## src/rtl/sps_pkg.sv

```systemverilog
// Shared types, constants and coil pattern tables for the stepper phase sequencer.
// No dependencies; compiled before the channel interfaces and modules.
`timescale 1ns / 1ps

package sps_pkg;

  localparam int COUNT_WIDTH = 32;

  localparam int CMD_W      = 2;
  localparam int ANGLE_W    = 24;
  localparam int DELAY_W    = 16;
  localparam int SPR_W      = 20;
  localparam int COILS_W    = 4;
  localparam int PHASE_W    = 3;
  localparam int ACC_W      = ANGLE_W + SPR_W;
  localparam int CFG_IDX_W  = 2;
  localparam int CFG_DATA_W = 20;

  localparam int DEG_SIXTEENTHS = 360 * 16;

  localparam logic [ACC_W-1:0] STEP_UNIT    = ACC_W'(DEG_SIXTEENTHS);
  localparam logic [ACC_W-1:0] FINISH_LIMIT = ACC_W'(2 * DEG_SIXTEENTHS);
  localparam logic [63:0]      STEP_CAP     =
    ((64'd1 << COUNT_WIDTH) * 64'(DEG_SIXTEENTHS)) - 64'd1;

  localparam logic [CFG_IDX_W-1:0] REG_COIL_MODE  = 2'd0;
  localparam logic [CFG_IDX_W-1:0] REG_HALF_STEPS = 2'd1;

  localparam logic [1:0] MODE_WAVE = 2'd0;
  localparam logic [1:0] MODE_FULL = 2'd1;
  localparam logic [1:0] MODE_HALF = 2'd2;

  localparam logic [SPR_W-1:0] HALF_STEPS_RESET = 20'd4096;

  typedef enum logic [CMD_W-1:0] {
    CMD_START  = 2'd0,
    CMD_CANCEL = 2'd1,
    CMD_TICK   = 2'd2
  } cmd_t;

  typedef enum logic [1:0] {
    DIR_HOLD = 2'd0,
    DIR_FWD  = 2'd1,
    DIR_BACK = 2'd2
  } dir_t;

  function automatic logic [COILS_W-1:0] wave_pattern(input logic [1:0] p);
    logic [COILS_W-1:0] c;
    case (p)
      2'd0:    c = 4'h1;
      2'd1:    c = 4'h2;
      2'd2:    c = 4'h4;
      default: c = 4'h8;
    endcase
    return c;
  endfunction

  function automatic logic [COILS_W-1:0] full_pattern(input logic [1:0] p);
    logic [COILS_W-1:0] c;
    case (p)
      2'd0:    c = 4'h3;
      2'd1:    c = 4'h6;
      2'd2:    c = 4'hC;
      default: c = 4'h9;
    endcase
    return c;
  endfunction

  function automatic logic [COILS_W-1:0] half_pattern(input logic [PHASE_W-1:0] p);
    logic [COILS_W-1:0] c;
    case (p)
      3'd0:    c = 4'h1;
      3'd1:    c = 4'h3;
      3'd2:    c = 4'h2;
      3'd3:    c = 4'h6;
      3'd4:    c = 4'h4;
      3'd5:    c = 4'hC;
      3'd6:    c = 4'h8;
      default: c = 4'h9;
    endcase
    return c;
  endfunction

endpackage

```

## src/rtl/sps_cfg_if.sv

```systemverilog
// Configuration write channel: register index and write data with valid and ready.
// Depends on sps_pkg for the field widths.
`timescale 1ns / 1ps

interface sps_cfg_if import sps_pkg::*; ();
  logic                  valid;
  logic                  ready;
  logic [CFG_IDX_W-1:0]  index;
  logic [CFG_DATA_W-1:0] data;

  modport source (output valid, output index, output data, input ready);
  modport sink (input valid, input index, input data, output ready);
endinterface

```

## src/rtl/sps_in_if.sv

```systemverilog
// Command channel: one command transaction with its move fields.
// Depends on sps_pkg for the field widths.
`timescale 1ns / 1ps

interface sps_in_if import sps_pkg::*; ();
  logic                      valid;
  logic                      ready;
  logic [CMD_W-1:0]          command;
  logic signed [ANGLE_W-1:0] angle_sixteenths;
  logic [DELAY_W-1:0]        step_delay_ms;

  modport source (output valid, output command, output angle_sixteenths,
                  output step_delay_ms, input ready);
  modport sink (input valid, input command, input angle_sixteenths,
                input step_delay_ms, output ready);
endinterface

```

## src/rtl/sps_out_if.sv

```systemverilog
// Result channel: coil drive and move status for each command transaction.
// Depends on sps_pkg for the field widths.
`timescale 1ns / 1ps

interface sps_out_if import sps_pkg::*; ();
  logic               valid;
  logic               ready;
  logic [COILS_W-1:0] coils;
  logic               running;
  logic               done_res;
  logic               status;

  modport source (output valid, output coils, output running, output done_res,
                  output status, input ready);
  modport sink (input valid, input coils, input running, input done_res,
                input status, output ready);
endinterface

```

## src/rtl/stepper_phase_sequencer.sv

```systemverilog
// Top level of the stepper phase sequencer: command decode, step timing and coil drive.
// Depends on sps_pkg and the sps_cfg_if, sps_in_if and sps_out_if channel interfaces.
`timescale 1ns / 1ps

// Every command transaction (start, cancel or millisecond tick) yields exactly one result
// transaction carrying the coil drive, the running flag, the done flag and the cancel status.
// A transaction is captured in an input register and its result is then written to the output
// register, and a new transaction is taken in every cycle while the result side keeps up;
// a stalled result holds the input register.
// The critical path is the 24 by 20 bit multiplier that forms the angle times steps per
// revolution product on a start; that product is kept as a step budget from which 5760 is
// taken on each step, so no divider is needed. Configuration writes are always accepted.

module stepper_phase_sequencer import sps_pkg::*; (
  input logic     clk,
  input logic     rst_n,
  sps_cfg_if.sink cfg_chan,
  sps_in_if.sink  in_chan,
  sps_out_if.source out_chan
);

  logic [1:0]       mode_r;
  logic [SPR_W-1:0] half_steps_r;

  logic                      in_v_r;
  cmd_t                      in_cmd_r;
  logic signed [ANGLE_W-1:0] in_angle_r;
  logic [DELAY_W-1:0]        in_delay_r;

  logic               out_v_r;
  logic [COILS_W-1:0] out_coils_r;
  logic               out_running_r;
  logic               out_done_r;
  logic               out_status_r;

  logic [PHASE_W-1:0] phase_r,  phase_nxt;
  logic [ACC_W-1:0]   budget_r, budget_nxt;
  dir_t               dir_r,    dir_nxt;
  logic [DELAY_W-1:0] delay_r,  delay_nxt;
  logic [DELAY_W-1:0] tick_r,   tick_nxt;
  logic               active_r, active_nxt;
  logic [COILS_W-1:0] coil_r,   coil_nxt;
  logic               done_nxt;
  logic               status_nxt;

  logic advance;
  logic fire;

  logic               four_phase;
  logic [PHASE_W-1:0] phase_cur;
  logic [PHASE_W-1:0] phase_last;
  logic [PHASE_W-1:0] phase_step;
  logic [COILS_W-1:0] coils_step;
  logic [DELAY_W-1:0] tick_inc;

  logic               angle_neg;
  logic [ANGLE_W-1:0] angle_bits;
  logic [ANGLE_W-1:0] angle_mag;
  logic [SPR_W-1:0]   spr;
  logic [ACC_W-1:0]   product;
  logic               product_sat;

  assign advance       = !out_v_r || out_chan.ready;
  assign fire          = in_v_r && advance;
  assign in_chan.ready = !in_v_r || advance;
  assign cfg_chan.ready = 1'b1;

  assign out_chan.valid    = out_v_r;
  assign out_chan.coils    = out_coils_r;
  assign out_chan.running  = out_running_r;
  assign out_chan.done_res = out_done_r;
  assign out_chan.status   = out_status_r;

  assign four_phase = (mode_r == MODE_WAVE) || (mode_r == MODE_FULL);
  assign phase_cur  = four_phase ? {1'b0, phase_r[1:0]} : phase_r;
  assign phase_last = four_phase ? 3'd3 : 3'd7;
  assign tick_inc   = tick_r + 1'b1;

  always_comb begin
    case (dir_r)
      DIR_FWD:  phase_step = (phase_cur == phase_last) ? '0 : phase_cur + 1'b1;
      DIR_BACK: phase_step = (phase_cur == '0) ? phase_last : phase_cur - 1'b1;
      default:  phase_step = phase_cur;
    endcase
  end

  always_comb begin
    case (mode_r)
      MODE_WAVE: coils_step = wave_pattern(phase_step[1:0]);
      MODE_FULL: coils_step = full_pattern(phase_step[1:0]);
      MODE_HALF: coils_step = half_pattern(phase_step);
      default:   coils_step = half_pattern(phase_step);
    endcase
  end

  assign angle_neg   = in_angle_r[ANGLE_W-1];
  assign angle_bits  = $unsigned(in_angle_r);
  assign angle_mag   = angle_neg ? (~angle_bits + 1'b1) : angle_bits;
  assign spr         = four_phase ? {1'b0, half_steps_r[SPR_W-1:1]} : half_steps_r;
  assign product     = angle_mag * spr;
  assign product_sat = 64'(product) > STEP_CAP;

  always_comb begin
    phase_nxt  = phase_r;
    budget_nxt = budget_r;
    dir_nxt    = dir_r;
    delay_nxt  = delay_r;
    tick_nxt   = tick_r;
    active_nxt = active_r;
    coil_nxt   = coil_r;
    done_nxt   = 1'b0;
    status_nxt = 1'b0;
    unique case (in_cmd_r)
      CMD_START: begin
        budget_nxt = product_sat ? STEP_CAP[ACC_W-1:0] : product;
        if (angle_bits == '0) begin
          dir_nxt = DIR_HOLD;
        end else if (angle_neg) begin
          dir_nxt = DIR_BACK;
        end else begin
          dir_nxt = DIR_FWD;
        end
        delay_nxt  = (in_delay_r == '0) ? DELAY_W'(1) : in_delay_r;
        tick_nxt   = '0;
        active_nxt = 1'b1;
      end
      CMD_CANCEL: begin
        if (active_r) begin
          active_nxt = 1'b0;
          coil_nxt   = '0;
          tick_nxt   = '0;
        end else begin
          status_nxt = 1'b1;
        end
      end
      CMD_TICK: begin
        if (active_r) begin
          tick_nxt = tick_inc;
          if (tick_inc >= delay_r) begin
            tick_nxt  = '0;
            phase_nxt = phase_step;
            coil_nxt  = coils_step;
            if (budget_r < FINISH_LIMIT) begin
              budget_nxt = '0;
              coil_nxt   = '0;
              active_nxt = 1'b0;
              done_nxt   = 1'b1;
            end else begin
              budget_nxt = budget_r - STEP_UNIT;
            end
          end
        end
      end
      default: begin
      end
    endcase
  end

  always_ff @(posedge clk) begin
    if (!rst_n) begin
      mode_r       <= MODE_HALF;
      half_steps_r <= HALF_STEPS_RESET;
      in_v_r       <= 1'b0;
      out_v_r      <= 1'b0;
      phase_r      <= '0;
      budget_r     <= '0;
      dir_r        <= DIR_HOLD;
      delay_r      <= DELAY_W'(1);
      tick_r       <= '0;
      active_r     <= 1'b0;
      coil_r       <= '0;
    end else begin
      if (cfg_chan.valid) begin
        unique case (cfg_chan.index)
          REG_COIL_MODE:  mode_r <= cfg_chan.data[1:0];
          REG_HALF_STEPS: half_steps_r <= cfg_chan.data[SPR_W-1:0];
          default: begin
          end
        endcase
      end
      if (in_chan.ready) begin
        in_v_r <= in_chan.valid;
      end
      if (advance) begin
        out_v_r <= in_v_r;
      end
      if (fire) begin
        phase_r  <= phase_nxt;
        budget_r <= budget_nxt;
        dir_r    <= dir_nxt;
        delay_r  <= delay_nxt;
        tick_r   <= tick_nxt;
        active_r <= active_nxt;
        coil_r   <= coil_nxt;
      end
    end
  end

  always_ff @(posedge clk) begin
    if (in_chan.valid && in_chan.ready) begin
      in_cmd_r   <= cmd_t'(in_chan.command);
      in_angle_r <= in_chan.angle_sixteenths;
      in_delay_r <= in_chan.step_delay_ms;
    end
    if (fire) begin
      out_coils_r   <= coil_nxt;
      out_running_r <= active_nxt;
      out_done_r    <= done_nxt;
      out_status_r  <= status_nxt;
    end
  end

endmodule

```

## src/flat_wrapper.sv

```systemverilog
// flat-port wrapper written by rule: the top's interface ports become plain ports
module stepper_phase_sequencer_flat import sps_pkg::*;
  (clk, rst_n, cfg_chan_valid, cfg_chan_index, cfg_chan_data, cfg_chan_ready, in_chan_valid, in_chan_command, in_chan_angle_sixteenths, in_chan_step_delay_ms, in_chan_ready, out_chan_valid, out_chan_coils, out_chan_running, out_chan_done_res, out_chan_status, out_chan_ready);
  sps_cfg_if cfg_chan_i ();
  sps_in_if in_chan_i ();
  sps_out_if out_chan_i ();
  input logic clk;
  input logic rst_n;
  input wire logic [$bits(cfg_chan_i.valid)-1:0] cfg_chan_valid;
  input wire logic [$bits(cfg_chan_i.index)-1:0] cfg_chan_index;
  input wire logic [$bits(cfg_chan_i.data)-1:0] cfg_chan_data;
  output wire logic [$bits(cfg_chan_i.ready)-1:0] cfg_chan_ready;
  input wire logic [$bits(in_chan_i.valid)-1:0] in_chan_valid;
  input wire logic [$bits(in_chan_i.command)-1:0] in_chan_command;
  input wire logic [$bits(in_chan_i.angle_sixteenths)-1:0] in_chan_angle_sixteenths;
  input wire logic [$bits(in_chan_i.step_delay_ms)-1:0] in_chan_step_delay_ms;
  output wire logic [$bits(in_chan_i.ready)-1:0] in_chan_ready;
  output wire logic [$bits(out_chan_i.valid)-1:0] out_chan_valid;
  output wire logic [$bits(out_chan_i.coils)-1:0] out_chan_coils;
  output wire logic [$bits(out_chan_i.running)-1:0] out_chan_running;
  output wire logic [$bits(out_chan_i.done_res)-1:0] out_chan_done_res;
  output wire logic [$bits(out_chan_i.status)-1:0] out_chan_status;
  input wire logic [$bits(out_chan_i.ready)-1:0] out_chan_ready;
  assign cfg_chan_i.valid = cfg_chan_valid;
  assign cfg_chan_i.index = cfg_chan_index;
  assign cfg_chan_i.data = cfg_chan_data;
  assign cfg_chan_ready = cfg_chan_i.ready;
  assign in_chan_i.valid = in_chan_valid;
  assign in_chan_i.command = in_chan_command;
  assign in_chan_i.angle_sixteenths = in_chan_angle_sixteenths;
  assign in_chan_i.step_delay_ms = in_chan_step_delay_ms;
  assign in_chan_ready = in_chan_i.ready;
  assign out_chan_valid = out_chan_i.valid;
  assign out_chan_coils = out_chan_i.coils;
  assign out_chan_running = out_chan_i.running;
  assign out_chan_done_res = out_chan_i.done_res;
  assign out_chan_status = out_chan_i.status;
  assign out_chan_i.ready = out_chan_ready;
  stepper_phase_sequencer u_core (.clk(clk), .rst_n(rst_n), .cfg_chan(cfg_chan_i), .in_chan(in_chan_i), .out_chan(out_chan_i));
endmodule
```

## config.mk

```make
export PLATFORM = sky130hd
export DESIGN_NAME = stepper_phase_sequencer_flat
export DESIGN_NICKNAME = d
export VERILOG_FILES = /design/src/rtl/sps_pkg.sv /design/src/rtl/sps_cfg_if.sv /design/src/rtl/sps_in_if.sv /design/src/rtl/sps_out_if.sv /design/src/rtl/stepper_phase_sequencer.sv /design/src/flat_wrapper.sv
export SDC_FILE = /design/constraint.sdc
export NUM_CORES = 2
export LEC_CHECK = 0
export BUFFER_PORTS_ARGS = -buffer_cell sky130_fd_sc_hd__buf_2
export CORE_UTILIZATION = 25
export DETAILED_ROUTE_END_ITERATION = 6
export PLACE_DENSITY_LB_ADDON = 0.08
export SYNTH_ARGS = -nofsm -noshare
export SYNTH_HDL_FRONTEND = slang
export SYNTH_SLANG_ARGS = --single-unit
```

## constraint.sdc

```tcl
create_clock -name clk -period 16.9 [get_ports clk]
set_input_delay 1.69 -clock clk [delete_from_list [all_inputs] [get_ports clk]]
set_output_delay 1.69 -clock clk [all_outputs]
set_load 0.02 [all_outputs]
```

==> impl_metrics.yaml <==
yosys:
  synth_xor_area_share_pct: 3.42
  async_reset_ff_share_pct: 0
  synth_compound_area_share_pct: 10.2
  ys.warnings.count: 0
  ys_seq_area_share_pct: 15.0
  synth_top_family_by_area: "adder cells"
  netlist.area_leader.share_pct: 33.2
  synth_edf_count: 49
  synth_ff_type: "dfxtp_1"
  synth_top_area_cell: "fa_1"
  syn_area_per_cell_um2: 8.56
  synth_mux_area_share_pct: 1.69
  syn_area_um2: 23500
  netlist-cell-type-count: 80
  syn_inst: 2751
  synthAdderAreaFrac_pct: 43.2
  ys_ff_latch: 152
  synth-simple-area-share_pct: 17.1
  synth_nets: 3398
  synth_area_leaders: "fa_1, ha_1, dfxtp_1"
final_layout:
  multiInputGateArea_um2: 18000
  final_nets: 3428
  n_antenna_cell: 0
  final_common_cell: "inv_1"
  drive_above_1_share_pct: 8.41
  fillers: 10200
  register_area_um2: 3530
  layout_common_cells: "inv_1, fa_1, nor2_1"
  area_delta_synth_final_pct: 11.5
global_routing:
  first_global_vias: 20400
  grt_util_all_layers_pct: 19.2
  grt_max_degree: 53
  grt_pass1_wl_um: 134000
  antenna_found_initial: 2
  grt_overflow: 0
drt:
  ant_nets: 0
  drt-total-wl_um: 87700
  vias_per_cell: 4.68
  wire_per_inst_um: 21.7
  drc: 0
  drtIter0Drc: 1094
  vias: 19000
  drt_first_pass_iters: 5
setup_path:
  cpMostUsedCell: "fa_1"
  crit_path_max_incr_delay_ns: 1.10
  crit_path_max_fanout: 12
  r2r_start: "u_core.angle_bits[0]$_DFFE_PP_"
  r2r_slack_ns: 6.42
  cpLargestDelayFamily: "adder cells"
  cp.arrival_ns: 10.81
  cp-end-kind: "register"
  critPathLaunchType: "register"
  required_ns: 17.24
  crit_type: "reg2reg"
  crit_path_top_delay_cell: "xor2_1"
  path_buf_inv: 6
  timing.rr.end: "u_core.budget_r[37]$_SDFFE_PN0P_"
  r2r_cells: 28
timing:
  skew_ns: 0.0163
  finalSetupTns_ns: 0
  rsz0062_at_grt: "false"
  slew_headroom_pct: 8.70
  whs_ns: 0.457
  period_share_pct: 62.0
  drv_slew: 0
  hold_viol: 0
  finalSetupViolCount: 0
  worst_pin_slew_ns: 1.36
  fin_crit_ns: 10.48
  max_freq_ghz: 0.0954
worst_hold_path:
  hold_path.class: "reg2reg"
  hp-start: "u_core.delay_r[5]$_SDFFE_PN0P_"
  hold_path_end: "u_core.delay_r[5]$_SDFFE_PN0P_"
  hold_depth: 2
cts:
  clockBufferDepth: 2
  root_buffer: "clkbuf_16"
  cts_resized: 0
  clkTransAtPathRegs_ns: 0.07
  clk-insertion-delay-late_ns: 0.49
  hold_buffers: 0
  clkSinkCount: 152
  cts_made_buffers: 17
  post_cts.repair.setup_buffers: 0
  cts_tree: "done"
  cts_htree_levels: 4
die:
  die_area_um2: 95400
  io_pins: 79
  coreArea_um2: 93300
  rows: 112
  start_util_pct: 25.2
  die_w_um: 309
  fp.dieH_um: 309
pwr:
  power_leakage_nw: 12.4
  ir_drop_mv: 0.0841
  power_w: 0.00209
  p_per_area_nw_per_um2: 79.5
placed_design:
  dp_hpwl_um: 69000
  io_buffers: 77
  gp_congestion: 0.834
job:
  maxCapViolCount: 0
outcome:
  outcome: "completed"
==> flip-flops by register name (all words and copies together) (netlist names) <==
name,cells
u_core.out_chan.running,1
u_core.delay_r,16
u_core.coil_r,4
u_core.mode_r,2
u_core.out_chan.done_res,1
u_core.in_delay_r,16
u_core.phase_r,3
u_core.budget_r,37
u_core.out_chan.valid,1
u_core.dir_r,2
u_core.in_cmd_r,2
u_core.in_v_r,1
u_core.active_r,1
u_core.half_steps_r,20
u_core.tick_r,16
u_core.out_chan.status,1
u_core.out_chan.coils,4
u_core.angle_bits,24
==> worst max path at each step <==
stage	slack, ns	cells past startpoint	startpoint	endpoint
after floorplan	8.34	30	u_core.angle_bits[11]$_DFFE_PP_	u_core.budget_r[42]$_SDFFE_PN0P_
after global placement	6.35	28	u_core.angle_bits[0]$_DFFE_PP_	u_core.budget_r[37]$_SDFFE_PN0P_
after detailed placement	6.29	28	u_core.angle_bits[0]$_DFFE_PP_	u_core.budget_r[37]$_SDFFE_PN0P_
after CTS	6.21	28	u_core.angle_bits[0]$_DFFE_PP_	u_core.budget_r[37]$_SDFFE_PN0P_
after global routing	5.70	28	u_core.angle_bits[0]$_DFFE_PP_	u_core.budget_r[37]$_SDFFE_PN0P_
final	6.42	28	u_core.angle_bits[0]$_DFFE_PP_	u_core.budget_r[37]$_SDFFE_PN0P_
==> cell families (layout without fill, tap and decap cells) <==
kind of cell | count (synthesis) | after routing
and+or+nand+nor | 930 | 930
buffers and inverters | 583 | 626
adders and majority gates | 578 | 578
AOI/OAI and AO/OA | 381 | 381
DFF | 152 | 152
xor gates and xnor gates | 88 | 88
muxes | 38 | 38
other | 1 | 1
==> power breakdown <==
part	leakage, nW	internal [W]	switching (W)
registers	1.31	0.000393	0.0000189
clock network	0.290	0.000212	0.000213
logic	10.8	0.000436	0.000815
==> cells in the mapped netlist, drive strengths merged (37+ instances only) <==
cell,number
edfxtp,49
nand2,357
o21ai,96
nor2,362
xnor2,51
dfxtp,103
a21oi,129
xor2,37
inv,464
ha,187
fa,391
clkbuf,96
==> through the flow <==
| stage | area [um^2] | std cells | setup slack, ns | util [%] |
|---|---|---|---|---|
| 2_1_floorplan | 23500 | 2751 | 8.34 | - |
| 3_3_place_gp | 25700 | 4016 | 6.35 | 27.5 |
| 3_5_place_dp | 25700 | 4016 | 6.29 | 27.5 |
| 4_1_cts | 26200 | 4048 | 6.21 | 28.1 |
| 5_1_grt | 26200 | 4048 | 5.70 | 28.1 |
| 6_report | 26200 | 4048 | 6.42 | 28.1 |
==> routing by layer <==
layer,vias to the layer above,GRT usage [%],part of all wire (%)
met5,-,0,0
met4,0,3.74,1.7
met3,56,2.72,3.7
met2,377,31.5,47
met1,9719,26.9,48
li1,8798,-,-
==> area by class of cell <==
type	instances	area share (%)
clock buffers	18	1.64
clock inverters	14	0.639
inverters	466	6.67
multi-input cells	2016	68.7
flip-flops and latches	152	13.5
well taps	1254	5.98
repair buffers	128	2.93
==> worst register-to-register path, delay by kind of cell (launching register included) <==
family | cells | cell delay, ns
adders and majority gates | 9 | 4.41
buffers and inverters | 6 | 0.88
and+or+nand+nor | 7 | 1.67
xor gates and xnor gates | 2 | 1.29
DFF | 1 | 0.62
AOI/OAI and AO/OA | 4 | 1.47
Power figures use the tool's default switching activity.
